===== config.mk =====
export PLATFORM = sky130hd
export DESIGN_NAME = pid_controller_step
export DESIGN_NICKNAME = d
export VERILOG_FILES = /design/src/rtl/core/pcs_pkg.sv /design/src/rtl/core/pid_controller_step.sv /design/src/rtl/core/pcs_mul_serial.sv /design/src/rtl/core/pcs_div_serial.sv
export SDC_FILE = /design/constraint.sdc
export NUM_CORES = 2
export LEC_CHECK = 0
export ABC_CLOCK_PERIOD_IN_PS = 11100
export BUFFER_PORTS_ARGS = -buffer_cell sky130_fd_sc_hd__clkbuf_2
export CAP_MARGIN = 20
export CORE_MARGIN = 2
export CORE_UTILIZATION = 40
export CTS_CLUSTER_DIAMETER = 100
export DETAILED_ROUTE_END_ITERATION = 7
export SYNTH_ARGS = -nofsm -noshare
export SYNTH_HDL_FRONTEND = slang
export SYNTH_SLANG_ARGS = --single-unit

===== constraint.sdc =====
create_clock -name clk -period 11.1 [get_ports clk]
set_input_delay 2.22 -clock clk [delete_from_list [all_inputs] [get_ports clk]]
set_output_delay 2.22 -clock clk [all_outputs]
set_load 0.01 [all_outputs]

===== src/rtl/core/pcs_pkg.sv =====
`default_nettype none

package pcs_pkg;

  // Data format
  localparam int DATA_W   = 32;
  localparam int FRAC_W   = 16;
  localparam int PERIOD_W = DATA_W - 1;
  localparam int CFG_IDX_W = 3;

  // A gain is "active" when gain * 10000 >= 1.0 (at least 0.0001)
  localparam int EPS_SCALE = 10000;
  localparam int GAIN_MIN_INT = (2**FRAC_W + EPS_SCALE - 1) / EPS_SCALE;

  typedef logic signed [DATA_W-1:0] word_t;

  localparam word_t GAIN_ACTIVE_MIN = DATA_W'(GAIN_MIN_INT);

  // Reset values of the configuration registers
  localparam logic [PERIOD_W-1:0] PERIOD_RESET = PERIOD_W'(2**FRAC_W);
  localparam word_t INTEG_UPPER_RESET = DATA_W'(5000 * 2**FRAC_W);
  localparam word_t INTEG_LOWER_RESET = -INTEG_UPPER_RESET;

  // Request operation codes
  typedef enum logic [1:0] {
    OP_UPDATE = 2'd0,
    OP_KEEP   = 2'd1,
    OP_LOAD   = 2'd2,
    OP_CLEAR  = 2'd3
  } op_t;

  // Configuration register indexes
  typedef enum logic [CFG_IDX_W-1:0] {
    CFG_SETPOINT    = 3'd0,
    CFG_GAIN_P      = 3'd1,
    CFG_GAIN_I      = 3'd2,
    CFG_GAIN_D      = 3'd3,
    CFG_STEP_PERIOD = 3'd4,
    CFG_INTEG_UPPER = 3'd5,
    CFG_INTEG_LOWER = 3'd6
  } cfg_idx_t;

  typedef struct packed {
    op_t   operation;
    word_t measured;
    word_t new_error;
  } in_req_t;

  typedef struct packed {
    word_t drive;
    word_t p_term;
    word_t i_term;
    word_t d_term;
    logic  active;
  } out_req_t;

  // Magnitude of a signed word (most negative value maps to 2^(W-1))
  function automatic logic [DATA_W-1:0] mag(input word_t x);
    return x[DATA_W-1] ? DATA_W'(-x) : DATA_W'(x);
  endfunction

  // Clamp a magnitude to the signed range for its sign, then apply the sign
  function automatic word_t apply_sign(input logic neg, input logic over,
                                       input logic [DATA_W-1:0] m);
    logic [DATA_W-1:0] lim;
    logic [DATA_W-1:0] mm;
    lim = {1'b0, {(DATA_W-1){1'b1}}} + DATA_W'(neg);
    mm  = (over || (m > lim)) ? lim : m;
    return neg ? word_t'(-mm) : word_t'(mm);
  endfunction

endpackage

`default_nettype wire


===== src/rtl/core/pid_controller_step.sv =====
`default_nettype none

// Channel   Ports                            Direction  Payload
// in        in_valid / in_stall / in_data    request    pcs_pkg::in_req_t
// out       out_valid / out_stall / out_data result     pcs_pkg::out_req_t
// cfg       cfg_we / cfg_index / cfg_wdata   write      one register per write
//
// Load and clear requests give no result.
// An update keeps in_stall high through four passes of the bit-serial
// multiplier (error*dt, P, I, D) and the load of the output register. The
// D pass starts once the divider for the derivative is done; that divider
// runs alongside the first two passes.
// Reset is synchronous; state and config registers come up at reset values.
// A finished result waits in the output register while out_stall is high;
// a new request is taken meanwhile, and its result waits for that slot.
module pid_controller_step (
  input  wire logic                              clk,
  input  wire logic                              rst_n,
  input  wire logic                              in_valid,
  output logic                                   in_stall,
  input  wire pcs_pkg::in_req_t                  in_data,
  output logic                                   out_valid,
  input  wire logic                              out_stall,
  output pcs_pkg::out_req_t                      out_data,
  input  wire logic                              cfg_we,
  input  wire logic [pcs_pkg::CFG_IDX_W-1:0]     cfg_index,
  input  wire logic [pcs_pkg::DATA_W-1:0]        cfg_wdata
);

  localparam int W  = pcs_pkg::DATA_W;
  localparam int PW = pcs_pkg::PERIOD_W;

  typedef enum logic [6:0] {
    ST_IDLE     = 7'b0000001,
    ST_MUL_DT   = 7'b0000010,
    ST_MUL_P    = 7'b0000100,
    ST_MUL_I    = 7'b0001000,
    ST_DIV_WAIT = 7'b0010000,
    ST_MUL_D    = 7'b0100000,
    ST_FINISH   = 7'b1000000
  } state_t;

  // Saturate a two-bit-extended sum to the word range
  function automatic pcs_pkg::word_t sat_word(input logic signed [W+1:0] x);
    if (x[W+1:W-1] == 3'b000 || x[W+1:W-1] == 3'b111) begin
      return x[W-1:0];
    end
    return x[W+1] ? {1'b1, {(W-1){1'b0}}} : {1'b0, {(W-1){1'b1}}};
  endfunction

  state_t state_r;

  // Configuration registers
  pcs_pkg::word_t    setpoint_r, gain_p_r, gain_i_r, gain_d_r;
  pcs_pkg::word_t    integ_upper_r, integ_lower_r;
  logic [PW-1:0]     step_period_r;

  // Controller state and term registers
  pcs_pkg::word_t    err_now_r, err_before_r, integral_r;
  pcs_pkg::word_t    p_r, i_r, d_r;

  pcs_pkg::out_req_t out_data_r;
  logic              out_valid_r;

  logic              in_accept;
  logic              is_update;
  logic              out_free;
  logic signed [W+1:0] err_diff_fresh;
  pcs_pkg::word_t    err_fresh;
  pcs_pkg::word_t    err_sel;
  logic signed [W:0] err_change;
  logic signed [W:0] integ_sum;
  logic signed [W:0] integ_clamped;
  logic signed [W+1:0] drive_sum;
  logic              all_small;

  logic              mul_start;
  pcs_pkg::word_t    mul_a, mul_b;
  logic              mul_done;
  pcs_pkg::word_t    mul_prod;
  logic              div_start;
  logic              div_busy;
  pcs_pkg::word_t    div_quo;

  assign in_stall  = (state_r != ST_IDLE);
  assign in_accept = in_valid && !in_stall;
  assign is_update = (in_data.operation == pcs_pkg::OP_UPDATE) ||
                     (in_data.operation == pcs_pkg::OP_KEEP);
  assign out_free  = !out_valid_r || !out_stall;

  // Error selection and change since last update
  always_comb begin
    err_diff_fresh = {{2{setpoint_r[W-1]}}, setpoint_r} -
                     {{2{in_data.measured[W-1]}}, in_data.measured};
    err_fresh      = sat_word(err_diff_fresh);
    err_sel        = (in_data.operation == pcs_pkg::OP_UPDATE) ? err_fresh : err_now_r;
    err_change     = {err_sel[W-1], err_sel} - {err_before_r[W-1], err_before_r};
  end

  // Integral update with clamp; upper limit checked first
  always_comb begin
    integ_sum = {integral_r[W-1], integral_r} + {mul_prod[W-1], mul_prod};
    if (integ_sum > $signed({integ_upper_r[W-1], integ_upper_r})) begin
      integ_clamped = {integ_upper_r[W-1], integ_upper_r};
    end else if (integ_sum < $signed({integ_lower_r[W-1], integ_lower_r})) begin
      integ_clamped = {integ_lower_r[W-1], integ_lower_r};
    end else begin
      integ_clamped = integ_sum;
    end
  end

  // Output sum and gain activity
  always_comb begin
    drive_sum = {{2{p_r[W-1]}}, p_r} + {{2{i_r[W-1]}}, i_r} + {{2{d_r[W-1]}}, d_r};
    all_small = (gain_p_r < pcs_pkg::GAIN_ACTIVE_MIN) &&
                (gain_i_r < pcs_pkg::GAIN_ACTIVE_MIN) &&
                (gain_d_r < pcs_pkg::GAIN_ACTIVE_MIN);
  end

  // Multiplier operand selection per sequencer step
  always_comb begin
    mul_start = 1'b0;
    mul_a     = '0;
    mul_b     = '0;
    div_start = 1'b0;
    unique case (state_r)
      ST_IDLE: begin
        if (in_accept && is_update) begin
          mul_start = 1'b1;
          mul_a     = err_sel;
          mul_b     = $signed({1'b0, step_period_r});
          div_start = 1'b1;
        end
      end
      ST_MUL_DT: begin
        if (mul_done) begin
          mul_start = 1'b1;
          mul_a     = gain_p_r;
          mul_b     = err_now_r;
        end
      end
      ST_MUL_P: begin
        if (mul_done) begin
          mul_start = 1'b1;
          mul_a     = gain_i_r;
          mul_b     = integral_r;
        end
      end
      ST_DIV_WAIT: begin
        if (!div_busy) begin
          mul_start = 1'b1;
          mul_a     = gain_d_r;
          mul_b     = div_quo;
        end
      end
      ST_MUL_I, ST_MUL_D, ST_FINISH: begin
      end
      default: begin
      end
    endcase
  end

  // Configuration writes
  always_ff @(posedge clk) begin
    if (!rst_n) begin
      setpoint_r    <= '0;
      gain_p_r      <= '0;
      gain_i_r      <= '0;
      gain_d_r      <= '0;
      step_period_r <= pcs_pkg::PERIOD_RESET;
      integ_upper_r <= pcs_pkg::INTEG_UPPER_RESET;
      integ_lower_r <= pcs_pkg::INTEG_LOWER_RESET;
    end else if (cfg_we) begin
      unique case (pcs_pkg::cfg_idx_t'(cfg_index))
        pcs_pkg::CFG_SETPOINT:    setpoint_r    <= cfg_wdata;
        pcs_pkg::CFG_GAIN_P:      gain_p_r      <= cfg_wdata;
        pcs_pkg::CFG_GAIN_I:      gain_i_r      <= cfg_wdata;
        pcs_pkg::CFG_GAIN_D:      gain_d_r      <= cfg_wdata;
        pcs_pkg::CFG_STEP_PERIOD: step_period_r <= cfg_wdata[PW-1:0];
        pcs_pkg::CFG_INTEG_UPPER: integ_upper_r <= cfg_wdata;
        pcs_pkg::CFG_INTEG_LOWER: integ_lower_r <= cfg_wdata;
        default: begin
        end
      endcase
    end
  end

  // Sequencer and controller state
  always_ff @(posedge clk) begin
    if (!rst_n) begin
      state_r      <= ST_IDLE;
      err_now_r    <= '0;
      err_before_r <= '0;
      integral_r   <= '0;
      out_valid_r  <= 1'b0;
    end else begin
      // finish state owns the valid flag while it hands over a result
      if (out_valid_r && !out_stall && state_r != ST_FINISH) begin
        out_valid_r <= 1'b0;
      end
      unique case (state_r)
        ST_IDLE: begin
          if (in_accept) begin
            case (in_data.operation) inside
              pcs_pkg::OP_UPDATE, pcs_pkg::OP_KEEP: begin
                err_now_r    <= err_sel;
                err_before_r <= err_sel;
                state_r      <= ST_MUL_DT;
              end
              pcs_pkg::OP_LOAD: begin
                err_now_r <= in_data.new_error;
              end
              pcs_pkg::OP_CLEAR: begin
                err_now_r    <= '0;
                err_before_r <= '0;
                integral_r   <= '0;
              end
              default: begin
              end
            endcase
          end
        end
        ST_MUL_DT: begin
          if (mul_done) begin
            integral_r <= integ_clamped[W-1:0];
            state_r    <= ST_MUL_P;
          end
        end
        ST_MUL_P: begin
          if (mul_done) begin
            state_r <= ST_MUL_I;
          end
        end
        ST_MUL_I: begin
          if (mul_done) begin
            state_r <= ST_DIV_WAIT;
          end
        end
        ST_DIV_WAIT: begin
          if (!div_busy) begin
            state_r <= ST_MUL_D;
          end
        end
        ST_MUL_D: begin
          if (mul_done) begin
            state_r <= ST_FINISH;
          end
        end
        ST_FINISH: begin
          if (out_free) begin
            out_valid_r <= 1'b1;
            state_r     <= ST_IDLE;
          end
        end
        default: begin
          state_r <= ST_IDLE;
        end
      endcase
    end
  end

  // Term capture and output register
  always_ff @(posedge clk) begin
    if (mul_done && state_r == ST_MUL_P) begin
      p_r <= mul_prod;
    end
    if (mul_done && state_r == ST_MUL_I) begin
      i_r <= mul_prod;
    end
    if (mul_done && state_r == ST_MUL_D) begin
      d_r <= mul_prod;
    end
    if (state_r == ST_FINISH && out_free) begin
      out_data_r.drive  <= sat_word(drive_sum);
      out_data_r.p_term <= p_r;
      out_data_r.i_term <= i_r;
      out_data_r.d_term <= d_r;
      out_data_r.active <= !all_small;
    end
  end

  pcs_mul_serial u_mul (
    .clk     (clk),
    .rst_n   (rst_n),
    .start_i (mul_start),
    .a_i     (mul_a),
    .b_i     (mul_b),
    .done_o  (mul_done),
    .prod_o  (mul_prod)
  );

  pcs_div_serial u_div (
    .clk     (clk),
    .rst_n   (rst_n),
    .start_i (div_start),
    .num_i   (err_change),
    .den_i   (step_period_r),
    .busy_o  (div_busy),
    .quo_o   (div_quo)
  );

  assign out_valid = out_valid_r;
  assign out_data  = out_data_r;

endmodule

`default_nettype wire


===== src/rtl/core/pcs_mul_serial.sv =====
`default_nettype none

// Shift-add multiplier, one multiplier bit per cycle, on magnitudes.
// Result is the Q product truncated toward zero and saturated.
module pcs_mul_serial (
  input  wire logic           clk,
  input  wire logic           rst_n,
  input  wire logic           start_i,
  input  wire pcs_pkg::word_t a_i,
  input  wire pcs_pkg::word_t b_i,
  output logic                done_o,
  output pcs_pkg::word_t      prod_o
);

  localparam int W     = pcs_pkg::DATA_W;
  localparam int CNT_W = $clog2(W);

  logic             busy_r;
  logic             done_r;
  logic [CNT_W-1:0] cnt_r;
  logic [2*W-1:0]   acc_r;
  logic [2*W-1:0]   acc_nxt;
  logic [W-1:0]     mcand_r;
  logic             neg_r;
  logic [W:0]       part_sum;

  // One add of the multiplicand into the upper half, then shift right
  always_comb begin
    part_sum = acc_r[0] ? ({1'b0, acc_r[2*W-1:W]} + {1'b0, mcand_r})
                        : {1'b0, acc_r[2*W-1:W]};
    acc_nxt  = {part_sum, acc_r[W-1:1]};
  end

  // Control
  always_ff @(posedge clk) begin
    if (!rst_n) begin
      busy_r <= 1'b0;
      done_r <= 1'b0;
      cnt_r  <= '0;
    end else begin
      done_r <= 1'b0;
      if (start_i) begin
        busy_r <= 1'b1;
        cnt_r  <= '0;
      end else if (busy_r) begin
        cnt_r <= cnt_r + 1'b1;
        if (cnt_r == CNT_W'(W - 1)) begin
          busy_r <= 1'b0;
          done_r <= 1'b1;
        end
      end
    end
  end

  // Datapath
  always_ff @(posedge clk) begin
    if (start_i) begin
      acc_r   <= {{W{1'b0}}, pcs_pkg::mag(a_i)};
      mcand_r <= pcs_pkg::mag(b_i);
      neg_r   <= a_i[W-1] ^ b_i[W-1];
    end else if (busy_r) begin
      acc_r <= acc_nxt;
    end
  end

  assign done_o = done_r;
  assign prod_o = pcs_pkg::apply_sign(neg_r,
                                      |acc_r[2*W-1:W+pcs_pkg::FRAC_W],
                                      acc_r[W+pcs_pkg::FRAC_W-1:pcs_pkg::FRAC_W]);

endmodule

`default_nettype wire


===== src/rtl/core/pcs_div_serial.sv =====
`default_nettype none

// Restoring radix-2 divider: (|num| << FRAC_W) / den, one quotient bit per
// cycle, truncated toward zero and saturated. A zero period saturates to
// the sign of the numerator; a zero numerator gives zero.
module pcs_div_serial (
  input  wire logic                             clk,
  input  wire logic                             rst_n,
  input  wire logic                             start_i,
  input  wire logic signed [pcs_pkg::DATA_W:0]  num_i,
  input  wire logic [pcs_pkg::PERIOD_W-1:0]     den_i,
  output logic                                  busy_o,
  output pcs_pkg::word_t                        quo_o
);

  localparam int W     = pcs_pkg::DATA_W;
  localparam int PW    = pcs_pkg::PERIOD_W;
  localparam int DIV_W = W + 1 + pcs_pkg::FRAC_W;
  localparam int CNT_W = $clog2(DIV_W);

  logic             busy_r;
  logic [CNT_W-1:0] cnt_r;
  logic [DIV_W-1:0] dvd_r;
  logic [PW-1:0]    rem_r;
  logic [PW-1:0]    rem_nxt;
  logic [PW-1:0]    den_r;
  logic [W-1:0]     q_r;
  logic             ovf_r;
  logic             neg_r;
  logic             zero_r;
  logic [W:0]       num_mag;
  logic [PW:0]      trial;
  logic [PW:0]      trial_diff;
  logic             ge;

  assign num_mag = num_i[W] ? (W+1)'(-num_i) : (W+1)'(num_i);

  // Trial subtract of the divisor
  always_comb begin
    trial      = {rem_r, dvd_r[DIV_W-1]};
    trial_diff = trial - {1'b0, den_r};
    ge         = (trial >= {1'b0, den_r});
    rem_nxt    = ge ? trial_diff[PW-1:0] : trial[PW-1:0];
  end

  // Control
  always_ff @(posedge clk) begin
    if (!rst_n) begin
      busy_r <= 1'b0;
      cnt_r  <= '0;
    end else if (start_i) begin
      busy_r <= 1'b1;
      cnt_r  <= '0;
    end else if (busy_r) begin
      cnt_r <= cnt_r + 1'b1;
      if (cnt_r == CNT_W'(DIV_W - 1)) begin
        busy_r <= 1'b0;
      end
    end
  end

  // Datapath
  always_ff @(posedge clk) begin
    if (start_i) begin
      dvd_r  <= {num_mag, {pcs_pkg::FRAC_W{1'b0}}};
      rem_r  <= '0;
      den_r  <= den_i;
      q_r    <= '0;
      ovf_r  <= 1'b0;
      neg_r  <= num_i[W];
      zero_r <= (num_mag == '0);
    end else if (busy_r) begin
      dvd_r <= {dvd_r[DIV_W-2:0], 1'b0};
      rem_r <= rem_nxt;
      q_r   <= {q_r[W-2:0], ge};
      ovf_r <= ovf_r | q_r[W-1];
    end
  end

  assign busy_o = busy_r;
  assign quo_o  = zero_r ? '0 : pcs_pkg::apply_sign(neg_r, ovf_r, q_r);

endmodule

`default_nettype wire


==> Word-level counts from Yosys, hierarchy flattened <==
Cells that the tools add are included.
{ "op_classes": {"addsub": 16, "n_lt_le_gt_ge": 8, "n_eq_ne": 34, "muxes": 69, "bitwise": 4, "n_reduce_logical": 47} }
{ "op_table": {"columns": ["cell", "n"], "rows": [
  ["32-bit 2-to-1 mux", 32],
  ["32-bit case mux with 4 select lines", 2],
  ["32-bit negator", 4],
  ["32-bit by 32-bit adder with 33-bit output", 3],
  ["49-bit 2-to-1 mux", 2],
  ["32-bit by 4-bit less-than comparator with 1-bit output, second input constant", 3],
  ["31-bit 2-to-1 mux", 3],
  ["33-bit 2-to-1 mux", 2],
  ["32-bit by 32-bit subtractor with 33-bit output", 2],
  ["31-bit by 1-bit adder with 32-bit output, first input constant", 2],
  ["32-bit greater-than comparator", 2],
  ["32-bit case mux with 2 select lines", 1],
  ["7-bit 2-to-1 mux", 8],
  ["7-bit case mux with 7 select lines", 1],
  ["33-bit by 32-bit adder with 34-bit output", 1],
  ["33-bit by 32-bit greater-than comparator with 1-bit output", 1],
  ["33-bit zero test", 1],
  ["33-bit by 32-bit less-than comparator with 1-bit output", 1],
  ["33-bit negator", 1],
  ["32-bit by 31-bit >= comparator with 1-bit output", 1],
  ["31-bit subtractor", 1],
  ["1-bit 2-to-1 mux", 17],
  ["16-bit OR reduction", 1],
  ["3-bit equality test, second input constant", 5],
  ["37 further kinds", 81]
]} }
{ "totals": {"ff_bits": 793, "output_inout_bits": 131} }

==> Logic depth before layout (Yosys ltp) <==
{ "depth": {"ltp_word": 12, "ltp_mapped": 53, "depth_no_buf": 47} }

==> Modules after synthesis <==
From an unflattened synthesis, not the netlist that was laid out.
{ "hier_totals": {"hier_cells": 5542, "hier_area_um2": 48859.4} }
{ "by_module_without_submodules": {"columns": ["module", "n_inst", "cells_per_inst", "area_per_inst_um2", "seq_area_each_um2"], "rows": [
  ["pid_controller_step", 1, 3402, 30520.5, 13302.8],
  ["pcs_div_serial", 1, 1162, 9829.4, 3403.3],
  ["pcs_mul_serial", 1, 978, 8509.4, 2732.6]
]} }

==> Worst setup path before layout <==
No wires, ideal clock.
{ "synth_path": {"path_kind": "register to register", "from": "register u_mul.neg_r", "to": "register integral_r[31]", "setup_time_ps": 120, "arrival_ps": 9124, "required_time_ps": 10980, "path_slack_ps": 1856, "stages_incl_launch_ff": 48, "path_buffers": 6, "synth_period_minus_slack_ps": 9244, "cell_sequence": "edfxtp_1 -> inv_1 -> clkbuf_1 -> ha_1 -> nand4_1 -> nor2_1 -> and3_1 -> nand3_1 -> o221ai_1 -> o21a_1 -> clkbuf_1 -> clkinv_1 -> clkbuf_1 -> a21boi_0 -> inv_1 -> ha_1 -> clkbuf_1 -> nor2_1 -> (+12 left out) -> a221oi_1 -> inv_1 -> a21oi_1 -> nor2b_1 -> a22oi_1 -> nand2_1 -> ha_1 -> nand4_1 -> nor2_1 -> nand3_1 -> or3_1 -> nor3_1 -> o21ba_2 -> clkbuf_1 -> buf_1 -> a21oi_1 -> a21oi_1 -> a21oi_1"} }
{ "synth_between": {"elab_chain_len": 12, "word_cells_on_any_way": 13} }
{ "synth_lines": {"columns": ["element", "line", "source"], "rows": [
  ["from (decl)", "pcs_mul_serial.sv:24", "logic neg_r;"],
  ["from (signal assigned)", "pcs_mul_serial.sv:60", "neg_r <= a_i[W-1] ^ b_i[W-1];"],
  ["31-bit by 1-bit adder with 32-bit output", "pcs_pkg.sv:67", "lim = {1'b0, {(DATA_W-1){1'b1}}} + DATA_W'(neg);"],
  ["32-bit greater-than comparator", "pcs_pkg.sv:68", "mm = (over || (m > lim)) ? lim : m;"],
  ["1-bit logical OR", "pcs_pkg.sv:68", null],
  ["32-bit 2-to-1 mux", "pcs_pkg.sv:68", null],
  ["32-bit negator", "pcs_pkg.sv:69", "return neg ? word_t'(-mm) : word_t'(mm);"],
  ["32-bit 2-to-1 mux (*)", "pcs_pkg.sv:69", null],
  ["net mul_prod[0]", "pid_controller_step.sv:80", "pcs_pkg::word_t mul_prod;"],
  ["32-bit by 32-bit adder with 33-bit output (*)", "pid_controller_step.sv:102", "integ_sum = {integral_r[W-1], integral_r} + {mul_prod[W-1], mul_prod};"],
  ["33-bit by 32-bit less-than comparator with 1-bit output", "pid_controller_step.sv:105", "end else if (integ_sum < $signed({integ_lower_r[W-1], integ_lower_r})) begin"],
  ["32-bit 2-to-1 mux", "pid_controller_step.sv:105", null],
  ["32-bit 2-to-1 mux (*)", "pid_controller_step.sv:103", "if (integ_sum > $signed({integ_upper_r[W-1], integ_upper_r})) begin"],
  ["32-bit 2-to-1 mux (*)", "pid_controller_step.sv:224", "if (mul_done) begin"],
  ["32-bit case mux with 2 select lines (*)", "pid_controller_step.sv:201", "unique case (state_r)"],
  ["to (signal assigned)", "pid_controller_step.sv:225", "integral_r <= integ_clamped[W-1:0];"],
  ["to (decl)", "pid_controller_step.sv:59", "pcs_pkg::word_t err_now_r, err_before_r, integral_r;"]
]} }
The timed path passes the listed nets; every way through them passes the cells marked *. The select of a mux whose other input is x is not followed.
A chain may end at the register's enable or synchronous reset.

==> Final worst setup path <==
{ "layout_path": {"from": "register u_mul.neg_r", "to": "register integral_r[16]"} }
The elaborated chain is that of the path after synthesis.

==> flow_metrics.py <==
metrics = {
    "run_status": {
        "outcome": "finished with violations",
        "failed_checks": "design-rule violations",
    },
    "sta": {
        "setup_viol": 0,
        "final_max_slew_viol_count": 0,
        "period_needed_ps": 9990,
        "worstMarginPinSlew_ps": 1120,
        "finClkSkew_ps": 37.7,
        "tns_ps": 0,
        "slew_headroom_pct": 24.7,
        "setup_ws_ps": 1110,
        "fin_crit_sh_pct": 90.0,
        "hold_viol_final": 0,
        "whs_ps": 454,
        "rsz0062_at_grt": "no",
        "fmax_mhz": 100,
    },
    "drt": {
        "wl_per_cell_um": 22.6,
        "vias": 43900,
        "drt_iter0_drc": 5022,
        "drcViolationCount": 26,
        "first_pass_iters": 8,
        "ant_nets": 0,
        "viasPerCell": 5.83,
        "drt_wl_total_um": 170000,
    },
    "finish": {
        "area_growth_syn_to_layout_pct": 12.6,
        "num-fill-cells": 12000,
        "final_layout_size_suffix_gt1_share_pct": 9.71,
        "largest_register_ffs": 129,
        "nNetsFinal": 6301,
        "layout_commonest_cell": "nand2_1",
        "final_cell_mix": "941 x nand2_1, 611 x a21oi_1, 435 x dfxtp_1",
        "diodes": 0,
        "final_cells": 7525,
    },
    "worst_hold_path": {
        "min_to": "err_before_r[23]$_SDFFE_PN0P_",
        "worstHoldStart": "err_before_r[23]$_SDFFE_PN0P_",
        "hold_path_class": "register to register",
        "min_path_cells": 2,
    },
    "die": {
        "coreArea_um2": 122000,
        "dieArea_um2": 126000,
        "ios": 237,
        "chipHeight_um": 355,
        "fp-row-count": 128,
        "initial_core_util_pct": 40.3,
        "fp.dieW_um": 355,
    },
    "setup_path": {
        "max_stage_delay_ps": 640,
        "critical-path-slowest-cell": "edfxtp_1",
        "critical_path.endpoint_type": "register",
        "cp_max_fo": 24,
        "arrival_ps": 10540,
        "cpMostUsedCell": "a21oi_1",
        "cp.required_ps": 11640,
        "reg2reg_slack_ps": 1110,
        "path_class": "register to register",
        "reg2reg_depth": 45,
        "worst_setup_path_start_kind": "register",
        "timing.rr.end": "integral_r[16]$_SDFFE_PN0P_",
        "reg2reg_from": "u_mul.neg_r$_DFFE_PP_",
    },
    "clock_network": {
        "cts_setup_buffers": 0,
        "clock_latency_ps": 700,
        "cts-buffers-inserted": 91,
        "root_buffer": "clkbuf_16",
        "ctsResizeCount": 0,
        "cts_tree": "yes",
        "cts_sinks": 793,
        "htreeDepth": 3,
        "ctsLongestPathBuffers": 3,
        "ctsHoldBuffers": 0,
        "path_clk_slew_ps": 60,
    },
    "power_and_ir_drop": {
        "vdd_drop_max_mv": 0.138,
        "p_total_w": 0.0108,
        "powerDensity_nw_per_um2": 195,
        "p_leak_nw": 21.8,
    },
    "run": {
        "cap_violations": 0,
    },
    "synth": {
        "yosysWarnings": 0,
        "synth-seq-cells": 793,
        "syn-cell-area_um2": 49100,
        "synth_cells": 5686,
        "seq_area_frac_synth_pct": 39.6,
        "synth.avg_cell_area_um2": 8.64,
        "ys.flop_type": "dfxtp_1",
        "postSynth.asyncResetShare_pct": 0,
        "synth_nets": 6164,
        "synth_enable_flop_cells": 356,
        "ys_types": 106,
    },
    "placement": {
        "routabilityCongestion": 0.991,
        "hpwl_um": 127000,
        "port_buffers": 236,
        "pre_cts_ws_ps": 973,
        "dp.cells": 7350,
    },
    "grt": {
        "grt_pass1_wl_um": 254000,
        "grt_pass1_vias": 40800,
        "antenna_found_initial": 4,
        "grt_max_degree": 110,
        "grt_overflow": 0,
        "grtUsageTotal_pct": 26.3,
    },
}
-- report_power, final --
| part | total (W) | switching, W | leakage (nW) | internal [W] |
|---|---|---|---|---|
| Combinational | 0.00382 | 0.00235 | 13.5 | 0.00147 |
| Clock | 0.00322 | 0.00130 | 1.57 | 0.00191 |
| Sequential | 0.00374 | 0.000354 | 6.80 | 0.00339 |
| Total | 0.0108 | 0.00401 | 21.8 | 0.00677 |
-- area by class of cell --
cell class	instances	area [µm²]	area share (%)
tap	1625	2030	3.67
clock buffer	129	2690	4.85
multi-input combinational	4360	27800	50.2
clock inverter	41	539	0.975
inverter	252	956	1.73
sequential	793	19400	35.1
timing repair buffer	325	1900	3.43
-- worst max path at each step --
stage                     startpoint                          end  slack (ps)
2_1_floorplan  u_mul.neg_r$_DFFE_PP_  integral_r[31]$_SDFFE_PN0P_        1860
3_3_place_gp   u_mul.neg_r$_DFFE_PP_  integral_r[16]$_SDFFE_PN0P_        1230
3_5_place_dp   u_mul.neg_r$_DFFE_PP_   integral_r[3]$_SDFFE_PN0P_         970
4_1_cts        u_mul.neg_r$_DFFE_PP_   integral_r[3]$_SDFFE_PN0P_         910
5_1_grt        u_mul.neg_r$_DFFE_PP_  integral_r[16]$_SDFFE_PN0P_         370
6_report       u_mul.neg_r$_DFFE_PP_  integral_r[16]$_SDFFE_PN0P_        1110
-- routing by layer --
| metal | vias to the layer above | wire, µm | GRT usage (%) |
|---|---|---|---|
| li1 | 20900 | - | - |
| met1 | 20900 | 72900 | 35.4 |
| met2 | 1690 | 75400 | 41.2 |
| met3 | 374 | 12600 | 4.21 |
| met4 | 2 | 8890 | 12.1 |
| met5 | - | 9 | 0 |
-- synthesized netlist by cell type (all sizes together) (28+ instances only) --
library cell / count / area (µm²)
edfxtp: 356 / 10700
a22o: 28 / 245
xor2: 89 / 780
nor2: 358 / 1350
and3: 39 / 244
a211oi: 52 / 400
clkbuf: 243 / 915
buf: 38 / 156
nor4: 55 / 363
a31oi: 73 / 457
o211ai: 51 / 388
nand2: 941 / 3530
nand4: 53 / 338
and2: 34 / 213
or3: 45 / 282
inv: 251 / 942
a21o: 101 / 758
xnor2: 160 / 1420
mux2i: 104 / 1040
nor2b: 59 / 369
a222oi: 35 / 350
nor3: 91 / 475
nand2b: 50 / 313
ha: 334 / 4180
o31ai: 35 / 263
a21oi: 613 / 3070
dfxtp: 437 / 8750
nand3: 130 / 656
a22oi: 32 / 240
o21a: 57 / 428
o21ai: 380 / 1920
fa: 38 / 761
-- cell families (layout without fill, tap and decap cells) --
family | count (synthesis) | in the layout | share of synthesized area [%]
flip-flops | 793 | 793 | 39.6
XOR/XNOR | 249 | 249 | 4.47
AND/OR/NAND/NOR | 1933 | 1933 | 17.8
AO/OA/AOI/OAI | 1687 | 1687 | 21.5
buffers and inverters | 533 | 747 | 4.10
multiplexers | 112 | 112 | 2.30
adder cells (fa/ha/maj) | 379 | 379 | 10.2
-- critical path: cells and delay by family, from the launching register on --
kind | cells | cell delay, ps
xor gates and xnor gates | 1 | 270
AOI/OAI and AO/OA | 25 | 5290
muxes | 1 | 230
DFF | 1 | 640
adders and majority gates | 4 | 1270
and+or+nand+nor | 11 | 1270
buffers and inverters | 3 | 860
-- through the flow --
stage	cell area, µm²	utilization [%]
5_1_grt	55300	45.4
2_1_floorplan	49100	-
3_3_place_gp	52000	42.7
4_1_cts	55300	45.3
6_report	55300	45.4
3_5_place_dp	52000	42.7
(Power assumes the default switching activity.)
